`src/rtl/selsort_pkg.sv`:
```
package selsort_pkg;

  localparam int MAX_ITEMS = 64;
  localparam int DATA_W    = 32;
  localparam int IDX_W     = $clog2(MAX_ITEMS);
  localparam int CNT_W     = $clog2(MAX_ITEMS + 1);

  typedef struct packed {
    logic signed [DATA_W-1:0] value;
    logic                     is_last;
  } in_req_t;

  typedef struct packed {
    logic signed [DATA_W-1:0] sorted_value;
    logic                     end_of_set;
    logic                     overflowed;
  } out_req_t;

  typedef enum logic [2:0] {
    ST_LOAD,
    ST_RD_FRONT,
    ST_SCAN,
    ST_SWAP_A,
    ST_SWAP_B,
    ST_OUT_RD,
    ST_OUT_CAP
  } state_t;

endpackage

```
`src/rtl/selsort_ram.sv`:
```
module selsort_ram #(
  parameter int WIDTH = 32,
  parameter int DEPTH = 64
) (
  input  logic                     clk,
  input  logic                     we,
  input  logic [$clog2(DEPTH)-1:0] waddr,
  input  logic [WIDTH-1:0]         wdata,
  input  logic                     re,
  input  logic [$clog2(DEPTH)-1:0] raddr,
  output logic [WIDTH-1:0]         rdata
);

  logic [WIDTH-1:0] mem [DEPTH];

  always_ff @(posedge clk) begin
    if (we) begin
      mem[waddr] <= wdata;
    end
    if (re) begin
      rdata <= mem[raddr];
    end
  end

endmodule

```
`src/rtl/selection_sorter_core.sv`:
```
// Loading accepts one request per cycle; in_ready stays high while loading.
// Sorting a set of n makes passes f = 0..n-2, each a front read, a tail
// scan via the single read port of the element RAM and two swap writes.
// Each result then has a RAM read and a capture, held by output stalls.
// Synchronous active-low reset clears the sequencer, count, overflow flag
// and output valid; the element RAM is not cleared.
module selection_sorter_core (
  input  logic                  clk,
  input  logic                  rst_n,
  input  logic                  in_valid,
  output logic                  in_ready,
  input  selsort_pkg::in_req_t  in_data,
  output logic                  out_valid,
  input  logic                  out_ready,
  output selsort_pkg::out_req_t out_data
);
  import selsort_pkg::*;

  state_t state_r, state_nxt;

  logic [CNT_W-1:0]         count_r, count_nxt;
  logic                     ovf_r, ovf_nxt;
  logic [IDX_W-1:0]         front_r, front_nxt;
  logic [IDX_W-1:0]         rd_idx_r, rd_idx_nxt;
  logic [IDX_W-1:0]         best_r, best_nxt;
  logic signed [DATA_W-1:0] best_val_r, best_val_nxt;
  logic signed [DATA_W-1:0] held_r, held_nxt;
  logic [IDX_W-1:0]         out_idx_r, out_idx_nxt;
  logic                     out_valid_r, out_valid_nxt;
  out_req_t                 out_data_r, out_data_nxt;

  logic                     ram_we;
  logic [IDX_W-1:0]         ram_waddr;
  logic [DATA_W-1:0]        ram_wdata;
  logic                     ram_re;
  logic [IDX_W-1:0]         ram_raddr;
  logic [DATA_W-1:0]        ram_rdata;
  logic signed [DATA_W-1:0] rd_val;

  logic                     has_room;
  logic [CNT_W-1:0]         n_after;
  logic                     in_acc;
  logic                     scan_done;
  logic                     more_passes;
  logic                     out_last;
  logic                     out_load;

  assign rd_val      = $signed(ram_rdata);
  assign has_room    = count_r < CNT_W'(MAX_ITEMS);
  assign n_after     = has_room ? count_r + CNT_W'(1) : count_r;
  assign in_acc      = in_valid && in_ready;
  assign scan_done   = {1'b0, rd_idx_r} == count_r - CNT_W'(1);
  assign more_passes = ({1'b0, front_r} + CNT_W'(2)) < count_r;
  assign out_last    = {1'b0, out_idx_r} == count_r - CNT_W'(1);
  assign out_load    = !out_valid_r || out_ready;

  selsort_ram #(
    .WIDTH(DATA_W),
    .DEPTH(MAX_ITEMS)
  ) u_store (
    .clk  (clk),
    .we   (ram_we),
    .waddr(ram_waddr),
    .wdata(ram_wdata),
    .re   (ram_re),
    .raddr(ram_raddr),
    .rdata(ram_rdata)
  );

  // next state
  always_comb begin
    state_nxt = state_r;
    case (state_r)
      ST_LOAD: begin
        if (in_acc && in_data.is_last) begin
          state_nxt = (n_after >= CNT_W'(2)) ? ST_RD_FRONT : ST_OUT_RD;
        end
      end
      ST_RD_FRONT: state_nxt = ST_SCAN;
      ST_SCAN: begin
        if (scan_done) begin
          state_nxt = ST_SWAP_A;
        end
      end
      ST_SWAP_A: state_nxt = ST_SWAP_B;
      ST_SWAP_B: state_nxt = more_passes ? ST_RD_FRONT : ST_OUT_RD;
      ST_OUT_RD: state_nxt = ST_OUT_CAP;
      ST_OUT_CAP: begin
        if (out_load) begin
          state_nxt = out_last ? ST_LOAD : ST_OUT_RD;
        end
      end
      default: state_nxt = ST_LOAD;
    endcase
  end

  // outputs: handshake and RAM control
  always_comb begin
    in_ready  = 1'b0;
    ram_we    = 1'b0;
    ram_waddr = count_r[IDX_W-1:0];
    ram_wdata = in_data.value;
    ram_re    = 1'b0;
    ram_raddr = front_r;
    case (state_r)
      ST_LOAD: begin
        in_ready = 1'b1;
        ram_we   = in_valid && has_room;
      end
      ST_RD_FRONT: begin
        ram_re    = 1'b1;
        ram_raddr = front_r;
      end
      ST_SCAN: begin
        ram_re    = 1'b1;
        ram_raddr = rd_idx_r + IDX_W'(1);
      end
      ST_SWAP_A: begin
        ram_we    = 1'b1;
        ram_waddr = best_r;
        ram_wdata = held_r;
      end
      ST_SWAP_B: begin
        ram_we    = 1'b1;
        ram_waddr = front_r;
        ram_wdata = best_val_r;
      end
      ST_OUT_RD: begin
        ram_re    = 1'b1;
        ram_raddr = out_idx_r;
      end
      ST_OUT_CAP: begin
        ram_re = 1'b0;
      end
      default: begin
        in_ready = 1'b0;
      end
    endcase
  end

  // datapath
  always_comb begin
    count_nxt     = count_r;
    ovf_nxt       = ovf_r;
    front_nxt     = front_r;
    rd_idx_nxt    = rd_idx_r;
    best_nxt      = best_r;
    best_val_nxt  = best_val_r;
    held_nxt      = held_r;
    out_idx_nxt   = out_idx_r;
    out_valid_nxt = out_valid_r;
    out_data_nxt  = out_data_r;

    if (out_valid_r && out_ready) begin
      out_valid_nxt = 1'b0;
    end

    case (state_r)
      ST_LOAD: begin
        if (in_acc) begin
          count_nxt = n_after;
          if (!has_room) begin
            ovf_nxt = 1'b1;
          end
          front_nxt   = '0;
          out_idx_nxt = '0;
        end
      end
      ST_RD_FRONT: begin
        rd_idx_nxt = front_r;
      end
      ST_SCAN: begin
        rd_idx_nxt = rd_idx_r + IDX_W'(1);
        if (rd_idx_r == front_r) begin
          held_nxt     = rd_val;
          best_nxt     = front_r;
          best_val_nxt = rd_val;
        end else if (rd_val < best_val_r) begin
          best_nxt     = rd_idx_r;
          best_val_nxt = rd_val;
        end
      end
      ST_SWAP_B: begin
        front_nxt = front_r + IDX_W'(1);
      end
      ST_OUT_CAP: begin
        if (out_load) begin
          out_valid_nxt           = 1'b1;
          out_data_nxt.sorted_value = rd_val;
          out_data_nxt.end_of_set = out_last;
          out_data_nxt.overflowed = ovf_r;
          out_idx_nxt             = out_idx_r + IDX_W'(1);
          if (out_last) begin
            count_nxt = '0;
            ovf_nxt   = 1'b0;
          end
        end
      end
      default: begin
        count_nxt = count_r;
      end
    endcase
  end

  always_ff @(posedge clk) begin
    if (!rst_n) begin
      state_r     <= ST_LOAD;
      count_r     <= '0;
      ovf_r       <= 1'b0;
      out_valid_r <= 1'b0;
    end else begin
      state_r     <= state_nxt;
      count_r     <= count_nxt;
      ovf_r       <= ovf_nxt;
      out_valid_r <= out_valid_nxt;
    end
  end

  always_ff @(posedge clk) begin
    front_r    <= front_nxt;
    rd_idx_r   <= rd_idx_nxt;
    best_r     <= best_nxt;
    best_val_r <= best_val_nxt;
    held_r     <= held_nxt;
    out_idx_r  <= out_idx_nxt;
    out_data_r <= out_data_nxt;
  end

  assign out_valid = out_valid_r;
  assign out_data  = out_data_r;

`ifndef NO_ASSERTIONS
  a_count_bound: assert property (@(posedge clk) disable iff (!rst_n)
    count_r <= CNT_W'(MAX_ITEMS))
    else $error("element count above store size");

  a_ovf_full: assert property (@(posedge clk) disable iff (!rst_n)
    ovf_r |-> count_r == CNT_W'(MAX_ITEMS))
    else $error("overflow flagged with store not full");

  a_scan_front: assert property (@(posedge clk) disable iff (!rst_n)
    (state_r == ST_SCAN) |-> (({1'b0, front_r} + CNT_W'(1)) < count_r))
    else $error("scan pass started with no tail to sort");

  a_scan_order: assert property (@(posedge clk) disable iff (!rst_n)
    (state_r == ST_SCAN && rd_idx_r != front_r) |-> rd_idx_r > front_r)
    else $error("scan index behind front of tail");

  a_no_in_busy: assert property (@(posedge clk) disable iff (!rst_n)
    (state_r == ST_LOAD && in_acc && in_data.is_last) |=> !in_ready)
    else $error("input taken right after last element");
`endif

endmodule
```
`config.mk`:
```
export PLATFORM = sky130hd
export DESIGN_NAME = selection_sorter_core
export DESIGN_NICKNAME = d
export VERILOG_FILES = /design/src/rtl/selsort_pkg.sv /design/src/rtl/selsort_ram.sv /design/src/rtl/selection_sorter_core.sv
export SDC_FILE = /design/constraint.sdc
export NUM_CORES = 2
export LEC_CHECK = 0
export ABC_AREA = 1
export BUFFER_PORTS_ARGS = -buffer_cell sky130_fd_sc_hd__clkbuf_2
export CORE_ASPECT_RATIO = 2
export CORE_UTILIZATION = 30
export CTS_BUF_LIST = sky130_fd_sc_hd__clkbuf_16
export DETAILED_ROUTE_END_ITERATION = 10
export GPL_ROUTABILITY_DRIVEN = 0
export GPL_TIMING_DRIVEN = 0
export PLACE_DENSITY = 0.47
export SYNTH_ARGS = -nofsm -noshare
export SYNTH_HDL_FRONTEND = slang
export SYNTH_SLANG_ARGS = --single-unit
```
`constraint.sdc`:
```
create_clock -name clk -period 8.2 [get_ports clk]
set_input_delay 1.64 -clock clk [delete_from_list [all_inputs] [get_ports clk]]
set_output_delay 1.64 -clock clk [all_outputs]
set_load 0.005 [all_outputs]
```
==> impl_metrics.csv <==
group,metric,value,unit
synthesis,synth-edff-count,2202,
floorplan,die_h,809,microns
setup_path,cp-end-kind,"flip-flop",
cts,numCtsBuffers,194,
timing,slew_headroom,6.30,%
setup_path,reg2reg_depth,13,
timing,rsz0062_at_grt,"false",
setup_path,path_max_fanout,10,
global_routing,grt_util_all_layers,23.7,%
synthesis,synth_cell_types,39,
synthesis,synth_top_area_share,67.7,%
cts,cts_tree,"done",
setup_path,critPathTopFamily,"simple AND/OR/NAND/NOR gates",
cells_and_area,drive_gt1_share,11.7,%
setup_path,worstSetupStartpoint,"front_r[0]$_SDFFCE_PN0P_",
cts,numClockSinks,2214,
cts,clock_tree.root_cell,"clkbuf_16",
synthesis,synth_commonest_cells,"edfxtp_1, nand3_1, nand2_1",
power,peakVddDrop,0.259,mV
setup_path,cpPeakStageDelay,960,ps
cts,cts_max_level,4,
floorplan,io_pins,73,
setup_path,cp.arrival,6530,ps
synthesis,synth_top_cell_by_area,"edfxtp_1",
synthesis,synth_nets,9221,
setup_path,r2r_start,"front_r[0]$_SDFFCE_PN0P_",
cells_and_area,area_delta_synth_final,16.8,%
global_routing,antenna_found_initial,26,
cells_and_area,fillers,32334,
detailed_routing,drt-total-wl,394,mm
power,total_power,49.3,mW
global_routing,use_met2,43.5,%
timing,finalMaxSlewViolations,0,
synthesis,synth_area,97700,sq um
timing,finalSetupTns,0,ps
setup_path,r2r_end,"u_store.rdata[30]$_DFFE_PP_",
setup_path,path_class,"reg -> reg",
place,dpl_cell_area,108000,sq um
global_routing,met3_usage,2.64,%
cts,clk_latency,890,ps
setup_path,crit_top_cell,"nand3_1",
floorplan,start_util,30.1,%
setup_path,crit_cells,13,
detailed_routing,antenna_left,0,
setup_path,path_buf_inv,4,
power,powerDensity,432,nW/um^2
timing,hold_viol,0,
global_routing,grt_start_max_net_pins,34,
detailed_routing,firstDrtPassIters,6,
synthesis,avgSynthCellArea,10.7,sq um
timing,fmax,168,MHz
place,dpl.cell_count,13905,
timing,fin_skew,60.9,ps
worst_hold_path,whs_path_depth,0,
setup_path,crit_path_end,"u_store.rdata[30]$_DFFE_PP_",
timing,tightest_slew,1410,ps
synthesis,ys.flop_type,"edfxtp_1",
timing,setup_viol,0,
floorplan,rows,296,
synthesis,syn_inst,9141,
cells_and_area,instances_no_fill,14265,
cells_and_area,nNetsFinal,9860,
run_status,outcome,"completed",
timing,fin_crit,5970,ps
floorplan,die-area,328000,sq um
detailed_routing,drcViolationCount,0,
detailed_routing,viasPerCell,4.92,
place,port_buffers,72,
floorplan,core,324000,sq um
detailed_routing,routedWlPerCell,27.6,microns
global_routing,grt_pass1_vias,68591,
global_routing,met1_usage,22.2,%
timing,min_period_over_period,72.8,%
global_routing,grt_pass1_wl,537,mm
synthesis,yosysWarnings,0,
place,dp_hpwl,303,mm
global_routing,busiest_layer,"met2",
setup_path,r2r_slack,2230,ps
cts,postCtsSetupBuffers,0,
synthesis,ys_seq_area_share,67.9,%
synthesis,synth.most_common_cell,"edfxtp_1",
cts,clk_pin_slew,70,ps
setup_path,required,8760,ps
setup_path,cp-start-kind,"flip-flop",
cells_and_area,post-route-util,35.2,%
global_routing,grt_overflow_total,0,
setup_path,cp_cell_sequence,"clkbuf_1 > inv_1 > nand3_1 > nand2_2 > buf_4 > buf_2 > nand2_1 > nand3_1 > nand3_1 > nand3_1 > nand3_1 > nand3_1 > nand2_1",
synthesis,async_reset_ff_share,0,%
synthesis,synth_area_leaders,"edfxtp_1, nand3_1, nand2_1",
floorplan,die_x,406,microns
cells_and_area,final_cell_area,114000,sq um
cts,ctsHoldBuffers,0,
power,p_leak,46.3,nW
cts,ctsResizeCount,0,
worst_hold_path,hp-class,"reg -> reg",
detailed_routing,drt_iter0_drc,6376,
cts,clockBufferDepth,4,
job,maxCapViolCount,0,
detailed_routing,dr_total_vias,70121,
setup_path,critPathSlowestCell,"nand3_1",
synthesis,ys_seq_elements,2214,
==> placed cells by master, fill, tap and decap left out, types with 6 or more instances in the layout <==
cell type and n:
a21oi_1 30, buf_1 35, buf_12 45, buf_16 18, buf_2 337, buf_4 226, buf_6 92, buf_8 11
bufinv_16 15, clkbuf_1 136, clkbuf_16 199, clkbuf_2 74, clkinv_1 39, clkinv_2 38, clkinvlp_4 9, dfxtp_1 12
diode_2 24, edfxtp_1 2202, ha_1 43, inv_1 1742, inv_2 8, nand2_1 1835, nand3_1 2178, nand3b_1 320
nand4_1 19, nor2_1 69, nor2_4 59, nor3_1 7, nor3_2 6, o211ai_1 34, o21ai_0 31, xor2_1 6
==> power breakdown <==
group	switching [mW]	leakage, nW	internal, mW
sequential	0.278	19.9	14.1
clock	4.36	3.07	4.85
combinational	19.8	23.3	5.81
total	24.5	46.3	24.8
==> logic make-up after synthesis <==
family / synth area share (%)
AND/OR/NAND/NOR: 21.5
buffers and inverters: 9.15
XOR/XNOR: 0.145
adder cells (fa/ha/maj): 0.551
AO/OA/AOI/OAI: 0.712
flip-flops: 67.9
==> flip-flops by register name, summed over array words and instances (netlist names) <==
register	count
ovf_r	1
out_data	34
front_r	6
u_store.mem	2048
out_idx_r	6
best_val_r	32
out_valid	1
state_r	3
best_r	6
u_store.rdata	32
held_r	32
count_r	7
rd_idx_r	6
==> worst reg2reg max path, delay by kind of cell (launching register included) <==
family | cells | cell delay [ps]
flip-flops | 1 | 400
AND/OR/NAND/NOR | 9 | 3610
buffers and inverters | 4 | 1620
==> layer usage <==
| layer | share of wire [%] | vias to the layer above |
|---|---|---|
| met2 | 52 | 2828 |
| met4 | 12 | 6 |
| met1 | 31 | 34479 |
| met3 | 4.7 | 1091 |
| met5 | 0.011 | - |
| li1 | - | 31717 |
==> final cells by class <==
cell class / count / area, sq um / area share, %
buffer: 531 / 2500 / 2.19
inverter: 1716 / 6440 / 5.64
multi-input combinational: 4680 / 22900 / 20.0
tap: 4321 / 5410 / 4.74
clock buffer: 199 / 4980 / 4.36
antenna: 24 / 60.1 / 0.0526
clock inverter: 137 / 1000 / 0.876
timing repair buffer: 443 / 4490 / 3.93
sequential: 2214 / 66400 / 58.2
==> how the worst min path moves through the flow <==
stage / startpoint / end
after floorplan: ovf_r$_SDFFE_PN0P_ / out_data[0]$_DFFE_PP_
after global placement: ovf_r$_SDFFE_PN0P_ / out_data[0]$_DFFE_PP_
after detailed placement: ovf_r$_SDFFE_PN0P_ / out_data[0]$_DFFE_PP_
after CTS: ovf_r$_SDFFE_PN0P_ / out_data[0]$_DFFE_PP_
after global routing: ovf_r$_SDFFE_PN0P_ / out_data[0]$_DFFE_PP_
final: ovf_r$_SDFFE_PN0P_ / out_data[0]$_DFFE_PP_
==> metrics by stage <==
stage	worst slack [ps]	hold slack, ps
after detailed placement	2710	460
final	2230	497
after global placement	-2950	460
after CTS	2700	492
after global routing	2420	505
after floorplan	2500	409
No activity file was read; power rests on OpenSTA's default activity.
